===== src/hw/rtl/atsd_pkg.sv =====
// Package of shared constants for the accelerometer tap and shake detector.
`default_nettype none

package atsd_pkg;

  // Width of one accelerometer sample on each axis.
  localparam int SAMPLE_W = 16;

  // Width of each configuration register and of the write data.
  localparam int CFG_DATA_W = 16;

  // Width of the configuration register index.
  localparam int CFG_IDX_W = 1;

  // Number of axes held in one window word.
  localparam int AXES = 3;

  // Configuration register indexes.
  localparam logic [CFG_IDX_W-1:0] REG_TAP_THRESHOLD   = 1'd0;
  localparam logic [CFG_IDX_W-1:0] REG_SHAKE_THRESHOLD = 1'd1;

  // Register values after reset.
  localparam logic [CFG_DATA_W-1:0] TAP_THRESHOLD_RST   = 16'd1000;
  localparam logic [CFG_DATA_W-1:0] SHAKE_THRESHOLD_RST = 16'd30;

endpackage

`default_nettype wire


===== src/hw/rtl/atsd_ram.sv =====
// Generic single-port-write, single-port-read RAM with a registered read.
`default_nettype none

module atsd_ram #(
  parameter int WIDTH = 48,
  parameter int DEPTH = 10
) (
  input  wire logic                                     clk,
  input  wire logic                                     wr_en,
  input  wire logic [(DEPTH > 1 ? $clog2(DEPTH) : 1)-1:0] wr_addr,
  input  wire logic [WIDTH-1:0]                         wr_data,
  input  wire logic                                     rd_en,
  input  wire logic [(DEPTH > 1 ? $clog2(DEPTH) : 1)-1:0] rd_addr,
  output logic      [WIDTH-1:0]                         rd_data
);

  logic [WIDTH-1:0] mem [DEPTH];

  // Write port.
  always_ff @(posedge clk) begin
    if (wr_en) begin
      mem[wr_addr] <= wr_data;
    end
  end

  // Read port, registered.
  always_ff @(posedge clk) begin
    if (rd_en) begin
      rd_data <= mem[rd_addr];
    end
  end

endmodule

`default_nettype wire


===== src/hw/rtl/accel_tap_shake_detector.sv =====
// Top level of the accelerometer tap and shake detector.
//
// The input channel takes one word of three signed 16-bit samples (accel_x,
// accel_y, accel_z) when in_valid is high and in_stall is low. The output
// channel gives one word of two flags per input word, tap_flag and
// shake_flag, moved when out_valid is high and out_stall is low.
// The last WINDOW samples of each axis live in one RAM, read as the word is
// accepted and written back with the new sample in the next cycle; running sums
// are kept in registers. One shared squarer then works through the three sums
// and the shake limit, one square per cycle, with the tap test done alongside.
// A result passes through the update state, the squarer steps and the done
// state before it is presented; no new word is taken until idle is reached.
// The result waits in an output register, so the next word is accepted while
// the receiver stalls; only a second finished result holds the block.
// The configuration port writes tap_threshold (index 0) and shake_threshold
// (index 1) with cfg_wen. Reset (rst, synchronous) empties the window, clears
// the sums and restores the thresholds to 1000 and 30.
`default_nettype none

module accel_tap_shake_detector #(
  parameter int WINDOW = 10
) (
  input  wire logic                                    clk,
  input  wire logic                                    rst,
  // Configuration port
  input  wire logic                                    cfg_wen,
  input  wire logic [atsd_pkg::CFG_IDX_W-1:0]          cfg_index,
  input  wire logic [atsd_pkg::CFG_DATA_W-1:0]         cfg_data,
  // Input channel
  input  wire logic                                    in_valid,
  output logic                                         in_stall,
  input  wire logic signed [atsd_pkg::SAMPLE_W-1:0]    accel_x,
  input  wire logic signed [atsd_pkg::SAMPLE_W-1:0]    accel_y,
  input  wire logic signed [atsd_pkg::SAMPLE_W-1:0]    accel_z,
  // Output channel
  output logic                                         out_valid,
  input  wire logic                                    out_stall,
  output logic                                         tap_flag,
  output logic                                         shake_flag
);

  import atsd_pkg::*;

  // Derived widths.
  localparam int SLOT_W = (WINDOW > 1) ? $clog2(WINDOW) : 1;
  localparam int CNT_W  = $clog2(WINDOW + 1);
  localparam int SUM_W  = SAMPLE_W + $clog2(WINDOW);
  localparam int DEV_W  = SUM_W + 1;
  localparam int SN_W   = CFG_DATA_W + CNT_W;
  localparam int OP_W   = SN_W + 1;
  localparam int PROD_W = 2 * OP_W;
  localparam int ACC_W  = PROD_W + 2;
  localparam int WORD_W = AXES * SAMPLE_W;

  localparam logic [SLOT_W-1:0] SLOT_LAST  = SLOT_W'(WINDOW - 1);
  localparam logic [CNT_W-1:0]  FILL_FULL  = CNT_W'(WINDOW);
  localparam logic signed [DEV_W-1:0] WIN_DEV = DEV_W'(WINDOW);
  localparam logic [DEV_W-1:0]  WIN_LIM    = DEV_W'(WINDOW);

  // Sequencer states.
  localparam logic [1:0] ST_IDLE = 2'd0;
  localparam logic [1:0] ST_UPD  = 2'd1;
  localparam logic [1:0] ST_SQ   = 2'd2;
  localparam logic [1:0] ST_DONE = 2'd3;

  // Squarer steps: three sums, then the shake limit, then the compare.
  localparam logic [2:0] STEP_SUM_X = 3'd0;
  localparam logic [2:0] STEP_SUM_Y = 3'd1;
  localparam logic [2:0] STEP_SUM_Z = 3'd2;
  localparam logic [2:0] STEP_LIMIT = 3'd3;
  localparam logic [2:0] STEP_CMP   = 3'd4;

  logic [1:0]                 state;
  logic [1:0]                 state_next;
  logic [2:0]                 step;
  logic [CFG_DATA_W-1:0]      tap_threshold;
  logic [CFG_DATA_W-1:0]      shake_threshold;
  logic signed [SAMPLE_W-1:0] smp [AXES];
  logic signed [SUM_W-1:0]    sums [AXES];
  logic signed [SUM_W-1:0]    sums_next [AXES];
  logic [CNT_W-1:0]           fill;
  logic [CNT_W-1:0]           fill_next;
  logic [SLOT_W-1:0]          slot;
  logic [SLOT_W-1:0]          slot_next;
  logic [SN_W-1:0]            sn;
  logic signed [OP_W-1:0]     sq_op;
  logic signed [PROD_W-1:0]   prod;
  logic [ACC_W-1:0]           acc;
  logic                       tap_res;
  logic                       shake_res;
  logic                       tap_hit;
  logic                       full_before;
  logic                       in_accept;
  logic                       out_free;
  logic [WORD_W-1:0]          ram_rd_data;
  logic [WORD_W-1:0]          ram_wr_data;
  logic signed [DEV_W-1:0]    dev [AXES];
  logic [DEV_W-1:0]           dev_abs [AXES];
  logic [DEV_W-1:0]           tap_lim;

  assign in_stall  = (state != ST_IDLE);
  assign in_accept = in_valid && !in_stall;
  assign out_free  = !out_valid || !out_stall;

  // Window RAM: one word holds the sample of all three axes.
  assign ram_wr_data = {smp[2], smp[1], smp[0]};

  atsd_ram #(
    .WIDTH (WORD_W),
    .DEPTH (WINDOW)
  ) u_window_ram (
    .clk     (clk),
    .wr_en   (state == ST_UPD),
    .wr_addr (slot),
    .wr_data (ram_wr_data),
    .rd_en   (in_accept),
    .rd_addr (slot),
    .rd_data (ram_rd_data)
  );

  // Configuration registers.
  always_ff @(posedge clk) begin
    if (rst) begin
      tap_threshold   <= TAP_THRESHOLD_RST;
      shake_threshold <= SHAKE_THRESHOLD_RST;
    end else if (cfg_wen) begin
      unique case (cfg_index)
        REG_TAP_THRESHOLD:   tap_threshold   <= cfg_data;
        REG_SHAKE_THRESHOLD: shake_threshold <= cfg_data;
        default: ;
      endcase
    end
  end

  // Sum, fill and slot update once the oldest sample has been read back.
  always_comb begin
    full_before = (fill == FILL_FULL);
    for (int a = 0; a < AXES; a++) begin
      sums_next[a] = sums[a] + SUM_W'(smp[a]);
      if (full_before) begin
        sums_next[a] = sums_next[a]
                     - SUM_W'($signed(ram_rd_data[a*SAMPLE_W +: SAMPLE_W]));
      end
    end
    fill_next = full_before ? fill : fill + CNT_W'(1);
    slot_next = (slot == SLOT_LAST) ? '0 : slot + SLOT_W'(1);
  end

  // Tap test on the newest sample against the updated sums.
  always_comb begin
    tap_lim = DEV_W'(tap_threshold) * WIN_LIM;
    tap_hit = 1'b0;
    for (int a = 0; a < AXES; a++) begin
      dev[a]     = DEV_W'(smp[a]) * WIN_DEV - DEV_W'(sums[a]);
      dev_abs[a] = dev[a][DEV_W-1] ? DEV_W'(-dev[a]) : DEV_W'(dev[a]);
      if (dev_abs[a] > tap_lim) begin
        tap_hit = 1'b1;
      end
    end
  end

  // Operand of the shared squarer.
  always_comb begin
    case (step)
      STEP_SUM_X: sq_op = OP_W'(sums[0]);
      STEP_SUM_Y: sq_op = OP_W'(sums[1]);
      STEP_SUM_Z: sq_op = OP_W'(sums[2]);
      default:    sq_op = $signed({1'b0, sn});
    endcase
  end

  // Next state of the sequencer.
  always_comb begin
    state_next = state;
    unique case (state)
      ST_IDLE: if (in_accept) state_next = ST_UPD;
      ST_UPD:  state_next = ST_SQ;
      ST_SQ:   if (step == STEP_CMP) state_next = ST_DONE;
      ST_DONE: if (out_free) state_next = ST_IDLE;
      default: state_next = ST_IDLE;
    endcase
  end

  // Control state.
  always_ff @(posedge clk) begin
    if (rst) begin
      state <= ST_IDLE;
      step  <= STEP_SUM_X;
      fill  <= '0;
      slot  <= '0;
      for (int a = 0; a < AXES; a++) begin
        sums[a] <= '0;
      end
    end else begin
      state <= state_next;
      if (state == ST_UPD) begin
        fill <= fill_next;
        slot <= slot_next;
        step <= STEP_SUM_X;
        for (int a = 0; a < AXES; a++) begin
          sums[a] <= sums_next[a];
        end
      end else if (state == ST_SQ) begin
        step <= step + 3'd1;
      end
    end
  end

  // Datapath: sample capture, shake limit, squarer and accumulator.
  always_ff @(posedge clk) begin
    if (in_accept) begin
      smp[0] <= accel_x;
      smp[1] <= accel_y;
      smp[2] <= accel_z;
    end
    if (state == ST_UPD) begin
      sn <= SN_W'(shake_threshold) * SN_W'(fill_next);
    end
    if (state == ST_SQ) begin
      prod <= sq_op * sq_op;
      if (step == STEP_SUM_X) begin
        tap_res <= tap_hit && (fill == FILL_FULL);
      end
      if (step == STEP_SUM_Y) begin
        acc <= ACC_W'(prod);
      end else if (step == STEP_SUM_Z || step == STEP_LIMIT) begin
        acc <= acc + ACC_W'(prod);
      end
      if (step == STEP_CMP) begin
        shake_res <= acc > ACC_W'(prod);
      end
    end
  end

  // Output register.
  always_ff @(posedge clk) begin
    if (rst) begin
      out_valid <= 1'b0;
    end else if (state == ST_DONE && out_free) begin
      out_valid <= 1'b1;
    end else if (!out_stall) begin
      out_valid <= 1'b0;
    end
  end

  always_ff @(posedge clk) begin
    if (state == ST_DONE && out_free) begin
      tap_flag   <= tap_res;
      shake_flag <= shake_res;
    end
  end

  // The window never holds more than WINDOW samples.
  a_fill_bound: assert property (@(posedge clk) disable iff (rst)
    fill <= FILL_FULL)
    else $error("fill count beyond window depth");

  // While the window fills, the ring slot follows the fill count.
  a_slot_tracks_fill: assert property (@(posedge clk) disable iff (rst)
    (fill != FILL_FULL) |-> (CNT_W'(slot) == fill))
    else $error("write slot out of step with fill count");

  // An accepted word is written back to the RAM in the next cycle.
  a_accept_update: assert property (@(posedge clk) disable iff (rst)
    in_accept |=> (state == ST_UPD))
    else $error("accepted word not followed by the RAM update");

  // A new result appears only when the sequencer finishes.
  a_result_source: assert property (@(posedge clk) disable iff (rst)
    $rose(out_valid) |-> $past(state == ST_DONE))
    else $error("result presented outside the finishing step");

endmodule

`default_nettype wire

===== config.mk =====
export PLATFORM = sky130hd
export DESIGN_NAME = accel_tap_shake_detector
export DESIGN_NICKNAME = d
export VERILOG_FILES = /design/src/hw/rtl/atsd_pkg.sv /design/src/hw/rtl/atsd_ram.sv /design/src/hw/rtl/accel_tap_shake_detector.sv
export SDC_FILE = /design/constraint.sdc
export NUM_CORES = 2
export LEC_CHECK = 0
export ABC_AREA = 1
export BUFFER_PORTS_ARGS = -buffer_cell sky130_fd_sc_hd__buf_2
export CAP_MARGIN = 5
export CORE_ASPECT_RATIO = 2
export CORE_MARGIN = 2
export CORE_UTILIZATION = 30
export CTS_BUF_LIST = sky130_fd_sc_hd__clkbuf_8 sky130_fd_sc_hd__clkbuf_16
export CTS_CLUSTER_SIZE = 16
export DETAILED_ROUTE_END_ITERATION = 8
export GPL_TIMING_DRIVEN = 1
export PLACE_DENSITY = 0.43
export SLEW_MARGIN = 5
export SYNTH_ARGS = -nofsm -noshare
export SYNTH_HDL_FRONTEND = slang
export SYNTH_HIERARCHICAL = 1
export SYNTH_SLANG_ARGS = --single-unit

===== constraint.sdc =====
create_clock -name clk -period 15.9 [get_ports clk]
set_input_delay 0.795 -clock clk [delete_from_list [all_inputs] [get_ports clk]]
set_output_delay 0.795 -clock clk [all_outputs]
set_load 0.03 [all_outputs]

==> results.cfg <==
[floorplan]
die_area_um2 = 232000
core_area_um2 = 227000
die_w_um = 342
boundaryPins = 74
rows = 247
initial_core_util_pct = 30.2
die_y_um = 679

[clock_network]
cts-resized-gates = 0
clockBufferDepth = 3
cts_tree = yes
numCtsBuffers = 85
clkLatencyLatePin_ns = 0.76
cts_setup_buffers = 0
ctsHtreeMaxLevel = 3
clk_pin_slew_ns = 0.08
hold_buffers = 0
root_buffer = clkbuf_16
clock_sinks = 791

[critical_path]
cp_max_fo = 25
required_ns = 16.40
setup.worst_path.end_class = flop
crit_type = flop to flop
rrSetupSlack_ns = 6.12
slowest_stage = inv_1
startpoint_type = flop
rr_worst_depth = 33
r2r_start = step[0]$_SDFFE_PP0P_
worstPathArrival_ns = 10.28
max_stage_delay_ns = 0.93
cp_common_cell = inv_1
r2r_end = prod[40]$_DFFE_PP_

[timing]
grt_setup_unrepaired = no
setup_violations = 0
worst_slew_pin_slew_ns = 1.24
relSlewSlack_pct = 17.4
fin_crit_sh_pct = 61.5
fmax_mhz = 102
fin_setup_tns_ns = 0
hold_viol = 0
final.min_clock_period_ns = 9.78
maxSlewViolCount = 0
skew_ns = 0.0537

[synthesis]
yosysTopAreaCellShare_pct = 32.7
syn_nets = 9099
synth_seq_area_share_pct = 34.1
synth_edf_count = 745
syn_area_um2 = 68400
yosysWarnings = 6
ys_ff_latch = 791
avgSynthCellArea_um2 = 8.57
synth.area.top_cells = edfxtp_1, fa_1, ha_1
synthFlopType = edfxtp_1
yosysUniqueCellTypes = 68
synth_top_area_cell = edfxtp_1
synthCells = 7981
synthArstFlopShare_pct = 0

[global_routing]
grt_pass1_vias = 57487
grt_pass1_wl_mm = 360
grt_max_degree = 126
grt-ovfl-total = 0
grt_antenna_before_repair = 6
grt_use_total_pct = 21.2

[layout]
nets = 9171
regArea_um2 = 23300
synthToLayoutAreaGrowth_pct = 9.85
multi_input_area_um2 = 38100
drive_above_1_share_pct = 6.47
final_common_cell = inv_1
fillCellCount = 23673
layout.cells.most_common_list = inv_1, nand2_1, edfxtp_1, nor2_1, ha_1

[detailed_routing]
drt_iter0_markers = 2509
finalWirelength_mm = 247
postRouteAntennaNets = 0
wl_per_cell_um = 22.2
drc = 0
avgViaCountPerCell = 4.83
vias = 53627
drtPass1Iterations = 8

[worst_hold_path]
hp-class = primary input to flop
hold_path_end = smp[0][32]$_DFFE_PP_
whs_path_depth = 1
hold_path.startpoint = accel_z[0]

[place]
dp_hpwl_mm = 196
gp_congestion = 0.958
io_buffers = 73

[outcome]
status = completed

[job]
maxCapViolCount = 0
[logic make-up after synthesis]
group	count (synthesis)	share of synthesized area, %
simple gates	3022	18.8
buf+inv	1778	10.4
fa+ha+maj	1048	24.2
compound gates	1044	8.68
flops	791	34.1
xor+xnor	298	3.86
[flip-flops by register name, indices dropped and copies added (netlist names)]
register              flops
prod                     41
tap_flag                  1
tap_threshold            16
u_window_ram/mem        480
sn                       20
u_window_ram/rd_data     48
acc                      44
shake_res                 1
sums                     60
slot                      4
smp                      48
step                      3
tap_res                   1
shake_threshold          16
fill                      4
shake_flag                1
out_valid                 1
state                     2
[critical path: cells and delay by family, from the launching register on]
kind,cells,cell delay (ns)
buffers and inverters,12,2.66
AO/OA/AOI/OAI,6,1.12
flip-flops,1,0.33
adder cells (fa/ha/maj),9,4.34
AND/OR/NAND/NOR,5,0.94
XOR/XNOR,1,0.14
[cell usage after synthesis (all sizes together), types with 16 or more instances]
library cell / instances
o21a: 17
or2: 18
nand4: 69
o21bai: 36
buf: 108
fa: 457
o211ai: 18
edfxtp: 745
nor3: 62
xor2: 209
a21o: 33
nand2: 1606
o21ai: 354
clkbuf: 62
ha: 591
inv: 1601
a21oi: 454
nor4: 16
a31oi: 33
dfxtp: 46
a211oi: 24
o22ai: 21
nor2: 680
nand3: 532
xnor2: 89
nand3b: 16
[stage by stage]
| step | hold slack (ns) | utilization, % | cell area (um^2) | setup WS [ns] | std cells |
|---|---|---|---|---|---|
| 6_report | 0.194 | 33.2 | 75100 | 6.12 | 11113 |
| 5_1_grt | 0.157 | 33.2 | 75100 | 5.50 | 11113 |
| 4_1_cts | 0.134 | 33.2 | 75100 | 5.94 | 11112 |
| 3_5_place_dp | 0.440 | 31.9 | 72200 | 5.94 | 10954 |
| 3_3_place_gp | 0.427 | 31.9 | 72200 | 6.02 | 10954 |
| 2_1_floorplan | 0.400 | - | 68400 | 8.37 | 7981 |
[final cells by class]
type	count	area share, %
flip-flops and latches	791	31.0
diodes	1	0.00333
clock buffers	85	2.83
clock inverters	73	1.08
inverters	1608	8.06
well taps	2988	4.98
multi-input cells	5412	50.7
repair buffers	155	1.32
[how the worst max path moves through the flow]
stage	startpoint	to	slack (ns)	cells after the start
3_3_place_gp	step[0]$_SDFFE_PP0P_	prod[40]$_DFFE_PP_	6.02	33
4_1_cts	step[0]$_SDFFE_PP0P_	prod[40]$_DFFE_PP_	5.94	33
6_report	step[0]$_SDFFE_PP0P_	prod[40]$_DFFE_PP_	6.12	33
5_1_grt	step[1]$_SDFFE_PP0P_	prod[40]$_DFFE_PP_	5.50	33
3_5_place_dp	step[0]$_SDFFE_PP0P_	prod[40]$_DFFE_PP_	5.94	33
2_1_floorplan	step[0]$_SDFFE_PP0P_	prod[39]$_DFFE_PP_	8.37	32
[metal layers]
metal	vias to the layer above	track usage, %	part of all wire, %
met5	-	0	0
met4	0	15.0	8.2
met3	589	1.79	2.1
met2	1080	44.5	59
met1	26102	17.9	31
li1	25856	-	-
Power is not shown: default switching activity piles up to over one toggle a cycle in this logic, so the estimate is an artifact.
